--- config.mk ---
export PLATFORM = sky130hd
export DESIGN_NAME = greedy_interval_coloring_unit
export DESIGN_NICKNAME = d
export VERILOG_FILES = /design/src/rtl/gic_pkg.sv /design/src/rtl/gic_front.sv /design/src/rtl/gic_back.sv /design/src/rtl/greedy_interval_coloring_unit.sv
export SDC_FILE = /design/constraint.sdc
export NUM_CORES = 2
export LEC_CHECK = 0
export CAP_MARGIN = 30
export CORE_UTILIZATION = 40
export DETAILED_ROUTE_END_ITERATION = 7
export DONT_BUFFER_PORTS = 1
export PLACE_DENSITY = 0.52
export SLEW_MARGIN = 30
export SYNTH_ARGS = -nofsm -noshare
export SYNTH_HDL_FRONTEND = slang
export SYNTH_HIERARCHICAL = 1
export SYNTH_SLANG_ARGS = --single-unit
export TNS_END_PERCENT = 100
--- constraint.sdc ---
create_clock -name clk_i -period 20 [get_ports clk_i]
set_clock_uncertainty 0.2 [all_clocks]
set_input_delay 2 -clock clk_i [delete_from_list [all_inputs] [get_ports clk_i]]
set_output_delay 2 -clock clk_i [all_outputs]
set_load 0.05 [all_outputs]
--- src/rtl/gic_pkg.sv ---
// Shared types and constants of the greedy interval coloring unit.
package gic_pkg;

  localparam int MaxIntervalsDef = 64;
  localparam int TimeBitsDef     = 16;
  localparam int PortTimeW       = 16;
  localparam int ColorLimit      = 64;
  localparam int ColorW          = 6;
  localparam int CountW          = 7;
  localparam int QueueDepth      = 2;

  typedef struct packed {
    logic [PortTimeW-1:0] ibeg;
    logic [PortTimeW-1:0] iend;
    logic                 last;
  } gic_item_t;

endpackage

--- src/rtl/gic_front.sv ---
// Request intake: time masking and a two-entry queue toward the back end.
module gic_front import gic_pkg::*; #(
  parameter int TIME_BITS = TimeBitsDef
) (
  input  logic                 clk_i,
  input  logic                 rst_ni,
  input  logic                 in_valid_i,
  output logic                 in_stall_o,
  input  logic [PortTimeW-1:0] interval_begin_i,
  input  logic [PortTimeW-1:0] interval_end_i,
  input  logic                 last_of_set_i,
  output logic                 q_valid_o,
  output gic_item_t            q_item_o,
  input  logic                 q_pop_i
);

  localparam int TW = (TIME_BITS < PortTimeW) ? TIME_BITS : PortTimeW;
  localparam logic [PortTimeW-1:0] TimeMask = PortTimeW'((64'd1 << TW) - 64'd1);

  gic_item_t  slot_q [QueueDepth];
  gic_item_t  item_in;
  logic       wr_q, wr_d, rd_q, rd_d;
  logic [1:0] cnt_q, cnt_d;
  logic       push, pop;

  assign in_stall_o = (cnt_q == 2'(QueueDepth));
  assign push       = in_valid_i && !in_stall_o;
  assign q_valid_o  = (cnt_q != 2'd0);
  assign pop        = q_pop_i && q_valid_o;
  assign q_item_o   = slot_q[rd_q];

  always_comb begin
    item_in.ibeg = interval_begin_i & TimeMask;
    item_in.iend = interval_end_i & TimeMask;
    item_in.last = last_of_set_i;
    wr_d  = push ? !wr_q : wr_q;
    rd_d  = pop ? !rd_q : rd_q;
    cnt_d = cnt_q + 2'(push) - 2'(pop);
  end

  // payload slots, no reset
  always_ff @(posedge clk_i) begin
    if (push) begin
      slot_q[wr_q] <= item_in;
    end
  end

  always_ff @(posedge clk_i or negedge rst_ni) begin
    if (!rst_ni) begin
      wr_q  <= 1'b0;
      rd_q  <= 1'b0;
      cnt_q <= 2'd0;
    end else begin
      wr_q  <= wr_d;
      rd_q  <= rd_d;
      cnt_q <= cnt_d;
    end
  end

endmodule

--- src/rtl/gic_back.sv ---
// Coloring engine: stored interval scan, free color pick and result register.
module gic_back import gic_pkg::*; #(
  parameter int MAX_INTERVALS = MaxIntervalsDef,
  parameter int TIME_BITS     = TimeBitsDef
) (
  input  logic              clk_i,
  input  logic              rst_ni,
  input  logic              q_valid_i,
  input  gic_item_t         q_item_i,
  output logic              q_pop_o,
  output logic              out_valid_o,
  input  logic              out_stall_i,
  output logic [ColorW-1:0] assigned_color_o,
  output logic [CountW-1:0] colors_used_o,
  output logic              overflow_o,
  output logic              set_done_o
);

  localparam int TW = (TIME_BITS < PortTimeW) ? TIME_BITS : PortTimeW;
  localparam int AW = $clog2(MAX_INTERVALS);
  localparam int CW = $clog2(MAX_INTERVALS + 1);

  localparam logic [1:0] StIdle = 2'd0;
  localparam logic [1:0] StScan = 2'd1;
  localparam logic [1:0] StPick = 2'd2;

  logic [TW-1:0]     begin_mem [MAX_INTERVALS];
  logic [TW-1:0]     end_mem   [MAX_INTERVALS];
  logic [ColorW-1:0] color_mem [MAX_INTERVALS];

  logic [1:0]            state_q, state_d;
  logic [TW-1:0]         ibeg_q, ibeg_d, iend_q, iend_d;
  logic                  last_q, last_d;
  logic [CW-1:0]         issue_q, issue_d;
  logic                  pend_q, pend_d;
  logic [ColorLimit-1:0] forbid_q, forbid_d;
  logic [CW-1:0]         stored_q, stored_d;
  logic [CountW-1:0]     ccount_q, ccount_d;
  logic                  oval_q, oval_d;
  logic [ColorW-1:0]     ocolor_q, ocolor_d;
  logic [CountW-1:0]     oused_q, oused_d;
  logic                  oovf_q, oovf_d;
  logic                  odone_q, odone_d;

  logic [TW-1:0]     rd_beg_q, rd_end_q;
  logic [ColorW-1:0] rd_col_q;
  logic              rd_en, wr_en, hit;

  logic [ColorLimit-1:0] below, allowed, lowest;
  logic [ColorW-1:0]     pick;
  logic                  found, full, refuse, fire;
  logic [ColorW-1:0]     color;
  logic [CountW-1:0]     ccount_next;

  assign rd_en = (state_q == StScan) && (issue_q < stored_q);
  assign hit   = (ibeg_q >= rd_beg_q) && (ibeg_q < rd_end_q);
  assign full  = (stored_q == CW'(MAX_INTERVALS));
  assign fire  = (state_q == StPick) && (!oval_q || !out_stall_i);

  always_comb begin
    for (int c = 0; c < ColorLimit; c++) begin
      below[c] = (CountW'(c) < ccount_q);
    end
    allowed = ~forbid_q & below;
    lowest  = allowed & (~allowed + ColorLimit'(1));
    found   = |allowed;
    pick    = '0;
    for (int c = 0; c < ColorLimit; c++) begin
      if (lowest[c]) begin
        pick = pick | ColorW'(c);
      end
    end
    refuse = full || (!found && (ccount_q == CountW'(ColorLimit)));
    if (refuse) begin
      color = '0;
    end else if (found) begin
      color = pick;
    end else begin
      color = ccount_q[ColorW-1:0];
    end
    ccount_next = ccount_q + CountW'(!found && !refuse);
  end

  assign wr_en = fire && !refuse;

  always_comb begin
    state_d  = state_q;
    ibeg_d   = ibeg_q;
    iend_d   = iend_q;
    last_d   = last_q;
    issue_d  = issue_q;
    pend_d   = 1'b0;
    forbid_d = forbid_q;
    stored_d = stored_q;
    ccount_d = ccount_q;
    oval_d   = oval_q && out_stall_i;
    ocolor_d = ocolor_q;
    oused_d  = oused_q;
    oovf_d   = oovf_q;
    odone_d  = odone_q;
    q_pop_o  = 1'b0;
    unique case (state_q)
      StIdle: begin
        if (q_valid_i) begin
          q_pop_o  = 1'b1;
          ibeg_d   = q_item_i.ibeg[TW-1:0];
          iend_d   = q_item_i.iend[TW-1:0];
          last_d   = q_item_i.last;
          issue_d  = '0;
          forbid_d = '0;
          state_d  = (stored_q == '0 || full) ? StPick : StScan;
        end
      end
      StScan: begin
        if (rd_en) begin
          issue_d = issue_q + CW'(1);
          pend_d  = 1'b1;
        end
        if (pend_q && hit) begin
          forbid_d = forbid_q | (ColorLimit'(1) << rd_col_q);
        end
        if (!rd_en && !pend_q) begin
          state_d = StPick;
        end
      end
      StPick: begin
        if (fire) begin
          oval_d   = 1'b1;
          ocolor_d = color;
          oused_d  = ccount_next;
          oovf_d   = refuse;
          odone_d  = last_q;
          stored_d = stored_q + CW'(!refuse);
          ccount_d = ccount_next;
          if (last_q) begin
            stored_d = '0;
            ccount_d = '0;
          end
          state_d = StIdle;
        end
      end
      default: begin
        state_d = StIdle;
      end
    endcase
  end

  // interval store
  always_ff @(posedge clk_i) begin
    if (wr_en) begin
      begin_mem[stored_q[AW-1:0]] <= ibeg_q;
      end_mem[stored_q[AW-1:0]]   <= iend_q;
      color_mem[stored_q[AW-1:0]] <= color;
    end
    if (rd_en) begin
      rd_beg_q <= begin_mem[issue_q[AW-1:0]];
      rd_end_q <= end_mem[issue_q[AW-1:0]];
      rd_col_q <= color_mem[issue_q[AW-1:0]];
    end
  end

  always_ff @(posedge clk_i) begin
    ibeg_q   <= ibeg_d;
    iend_q   <= iend_d;
    last_q   <= last_d;
    forbid_q <= forbid_d;
    ocolor_q <= ocolor_d;
    oused_q  <= oused_d;
    oovf_q   <= oovf_d;
    odone_q  <= odone_d;
  end

  always_ff @(posedge clk_i or negedge rst_ni) begin
    if (!rst_ni) begin
      state_q  <= StIdle;
      issue_q  <= '0;
      pend_q   <= 1'b0;
      stored_q <= '0;
      ccount_q <= '0;
      oval_q   <= 1'b0;
    end else begin
      state_q  <= state_d;
      issue_q  <= issue_d;
      pend_q   <= pend_d;
      stored_q <= stored_d;
      ccount_q <= ccount_d;
      oval_q   <= oval_d;
    end
  end

  assign out_valid_o      = oval_q;
  assign assigned_color_o = ocolor_q;
  assign colors_used_o    = oused_q;
  assign overflow_o       = oovf_q;
  assign set_done_o       = odone_q;

endmodule

--- src/rtl/greedy_interval_coloring_unit.sv ---
// Top level of the greedy interval coloring unit.
//   channel   direction  handshake               payload
//   in        request    in_valid_i/in_stall_o   interval_begin_i, interval_end_i, last_of_set_i
//   out       result     out_valid_o/out_stall_i assigned_color_o, colors_used_o, overflow_o,
//                                                set_done_o
// Per request the engine takes it from the queue, reads each stored interval in turn through
// the single-port store, whose read data is registered, compares it, leaves the scan and picks
// the color; the scan is skipped when the store is empty or full.
// Reset clears the queue, the counters and the result valid flag; the store is not cleared.
// A two-entry queue takes requests while the engine works; the result register holds a
// result while out_stall_i is high and the engine scans the next one, picking once it is taken.
module greedy_interval_coloring_unit import gic_pkg::*; #(
  parameter int MAX_INTERVALS = MaxIntervalsDef,
  parameter int TIME_BITS     = TimeBitsDef
) (
  input  logic                 clk_i,
  input  logic                 rst_ni,
  input  logic                 in_valid_i,
  output logic                 in_stall_o,
  input  logic [PortTimeW-1:0] interval_begin_i,
  input  logic [PortTimeW-1:0] interval_end_i,
  input  logic                 last_of_set_i,
  output logic                 out_valid_o,
  input  logic                 out_stall_i,
  output logic [ColorW-1:0]    assigned_color_o,
  output logic [CountW-1:0]    colors_used_o,
  output logic                 overflow_o,
  output logic                 set_done_o
);

  logic      q_valid, q_pop;
  gic_item_t q_item;

  gic_front #(
    .TIME_BITS(TIME_BITS)
  ) u_front (
    .clk_i           (clk_i),
    .rst_ni          (rst_ni),
    .in_valid_i      (in_valid_i),
    .in_stall_o      (in_stall_o),
    .interval_begin_i(interval_begin_i),
    .interval_end_i  (interval_end_i),
    .last_of_set_i   (last_of_set_i),
    .q_valid_o       (q_valid),
    .q_item_o        (q_item),
    .q_pop_i         (q_pop)
  );

  gic_back #(
    .MAX_INTERVALS(MAX_INTERVALS),
    .TIME_BITS    (TIME_BITS)
  ) u_back (
    .clk_i           (clk_i),
    .rst_ni          (rst_ni),
    .q_valid_i       (q_valid),
    .q_item_i        (q_item),
    .q_pop_o         (q_pop),
    .out_valid_o     (out_valid_o),
    .out_stall_i     (out_stall_i),
    .assigned_color_o(assigned_color_o),
    .colors_used_o   (colors_used_o),
    .overflow_o      (overflow_o),
    .set_done_o      (set_done_o)
  );

endmodule

==> results.cfg <==
[min_path]
hold_depth = 1
hp-start = u_front/cnt_q[0]
whs_endpoint = u_front/cnt_q[0]
hold_class = flip-flop to flip-flop

[routing]
wl_per_cell_um = 33.4
drt_iter0_drc = 5836
drc = 0
firstDrtPassIters = 6
avgViaCountPerCell = 5.86
drt_wl_total_um = 287000
routed-via-count = 50400
antenna_left = 0

[floorplanning]
num_rows = 187
start_util_pct = 40.4
io_pins = 54
die-area_um2 = 265000
coreArea_um2 = 260000
die_h_um = 515
die_w_um = 515

[sta]
worst_pin_slew_ns = 1.06
maxSlewHeadroom_pct = 29.3
rsz0062_at_grt = false
final-setup-viol-count = 0
setup_tns_ns = 0
finalCriticalPeriod_ns = 6.37
fmaxAchievable_mhz = 157
min_period_over_period_pct = 31.8
drv_slew = 0
fin_ws_ns = 13.63
hold_violations = 0

[logic_synthesis]
syn-mean-instance-area_um2 = 22.6
syn_inst = 4657
async_reset_ff_share_pct = 1.08
synth_nets = 4738
synth_ff_type = edfxtp_1
yosysSeqAreaShare_pct = 76.3
yosys_warnings = 6
synth_edf_count = 2648
synth_cell_types = 94
synthesis.area_um2 = 105000
synth.ff_latch_count = 2677

[critical_path]
endpoint_kind = flip-flop
reg2reg_to = u_back/end_mem[26][10]
rrSetupSlack_ns = 13.63
arrival_ns = 6.74
worstPathCellList = nor2_1, a21o_1, a21oi_1, nor3b_1, and4b_1, nand4_4, o31ai_4, or4_1, nor2_4, buf_4
crit_fanout = 22
crit_type = flip-flop to flip-flop
cp-start-kind = flip-flop
r2r_cells = 10
crit_family = simple AND/OR/NAND/NOR gates
cpPeakStageDelay_ns = 0.86
worst-path-buf-inv = 1
critPathRequiredTime_ns = 20.37
slowest_stage = o31ai_4
r2r_start = u_back/ccount_q[1]

[clock_tree]
clock-sinks = 2677
postCtsSetupBuffers = 0
numCtsBuffers = 300
cts-root-buf = clkbuf_16
clk_pin_slew_ns = 0.06
cts_resized = 0
cts_buffer_depth = 4
insertion_delay_ns = 0.93
htree_levels = 5
cts_hold_buf = 0
cts_tree = built

[finish]
fin_nets = 4979
drive_above_1_share_pct = 30.2
fillers = 21500
layout_common_cells = 2648 x edfxtp_1, 798 x mux4_2, 304 x clkbuf_16
area_growth_pct = 14.2
final_common_cell = edfxtp_1

[placed_design]
io_buffers = 0
pre_cts_ws_ns = 13.67
place_congestion = 0.874
dp_hpwl_um = 163000

[grt]
grt_usage_pct = 21.8
grt_pass1_wl_um = 405000
first_global_vias = 51000
grt_overflow = 0
antenna_found_initial = 12
grt_start_max_net_pins = 131

[power]
power_density_nw_per_um2 = 137
irDropWorstVdd_uv = 163
p_leak_uw = 0.0366

[outcome]
outcome = complete, no violations

[run]
cap_viol_max_count = 0
==> synthesized netlist by cell type, types with 19 or more instances <==
| library cell | number | area [um^2] |
|---|---|---|
| edfxtp_1 | 2648 | 79500 |
| nor3_1 | 27 | 135 |
| a21oi_1 | 113 | 566 |
| mux4_2 | 798 | 18000 |
| o21ai_0 | 50 | 250 |
| nor2_1 | 181 | 679 |
| buf_2 | 20 | 100 |
| a21o_1 | 19 | 143 |
| dfrtp_1 | 29 | 726 |
| a31oi_1 | 24 | 150 |
| buf_1 | 76 | 285 |
| ha_1 | 44 | 551 |
| nor4_1 | 29 | 181 |
| nand2_1 | 68 | 255 |
| nand3_1 | 35 | 175 |
| inv_1 | 53 | 199 |
| mux2_4 | 29 | 435 |
| nand4_1 | 31 | 194 |
| clkbuf_1 | 137 | 514 |
==> logic make-up after synthesis <==
group | Yosys count | synth area share (%)
flip-flops | 2677 | 76.3
AO/OA/AOI/OAI | 288 | 1.72
buffers and inverters | 300 | 1.15
multiplexers | 835 | 17.6
XOR/XNOR | 11 | 0.0916
AND/OR/NAND/NOR | 502 | 2.61
adder cells (fa/ha/maj) | 44 | 0.524
==> worst max-delay path by stage <==
stage / start / to / cells past startpoint
after CTS: u_back/issue_q[0] / u_back/rd_beg_q[4] / 7
after global placement: u_back/issue_q[0] / u_back/rd_beg_q[4] / 7
final: u_back/ccount_q[1] / u_back/end_mem[26][10] / 10
after detailed placement: u_back/issue_q[0] / u_back/rd_beg_q[4] / 7
after floorplan: u_back/ibeg_q[1] / u_back/forbid_q[0] / 9
after global routing: u_back/issue_q[0] / u_back/rd_beg_q[3] / 7
==> state kept, by name (all words and copies together) (netlist names), 6 cells and up <==
signal	flops
u_back/ccount_q	7
u_back/assigned_color_o	6
u_back/end_mem	1024
u_back/forbid_q	64
u_back/color_mem	384
u_back/issue_q	7
u_back/rd_beg_q	16
u_back/ibeg_q	16
u_back/iend_q	16
u_front/slot_q	66
u_back/colors_used_o	7
u_back/begin_mem	1024
u_back/rd_col_q	6
u_back/rd_end_q	16
u_back/stored_q	7
==> power breakdown <==
part | internal, uW | leakage (uW) | switching, uW
Combinational | 1130 | 0.00780 | 2320
Clock | 3100 | 0.00449 | 2160
Sequential | 7530 | 0.0244 | 270
Total | 11800 | 0.0366 | 4750
==> worst reg2reg max path, stage by stage (launching register included) <==
cell,delay [ns]
dfrtp_1,0.72
nor2_1,0.78
a21o_1,0.24
a21oi_1,0.07
nor3b_1,0.58
and4b_1,0.75
nand4_4,0.32
o31ai_4,0.86
or4_1,0.72
nor2_4,0.32
buf_4,0.40
==> final cells by class <==
cell class                 instances  area (um^2)  share of cell area [%]
tap                             3496         4370                    3.64
timing repair buffer             183         1760                    1.46
antenna                            4         10.0                 0.00833
inverter                          56          220                   0.183
multi-input combinational       1680        24300                    20.2
clock inverter                   158         1450                    1.20
clock buffer                     348         7770                    6.47
sequential                      2677        80300                    66.8
==> per-layer routing <==
| metal | part of all wire (%) | up-vias | GRT usage, % | wire length [um] |
|---|---|---|---|---|
| li1 | - | 20400 | - | - |
| met1 | 44 | 27800 | 31.7 | 125000 |
| met2 | 48 | 1820 | 34.7 | 137000 |
| met3 | 6.2 | 395 | 3.22 | 17900 |
| met4 | 2.2 | 6 | 5.24 | 6450 |
| met5 | 0.012 | - | 0 | 35 |
==> through the flow <==
step / cell area [um^2] / power, uW / hold WS [ns] / std cells / utilization, %
2_1_floorplan: 105000 / 9960 / 0.242 / 4657 / -
3_3_place_gp: 110000 / 11300 / 0.297 / 8076 / 42.4
3_5_place_dp: 111000 / 11400 / 0.307 / 8089 / 42.5
4_1_cts: 120000 / 16700 / 0.321 / 8595 / 46.1
5_1_grt: 120000 / 17100 / 0.342 / 8600 / 46.1
6_report: 120000 / 16500 / 0.322 / 8602 / 46.1
Power figures use the tool's default switching activity.
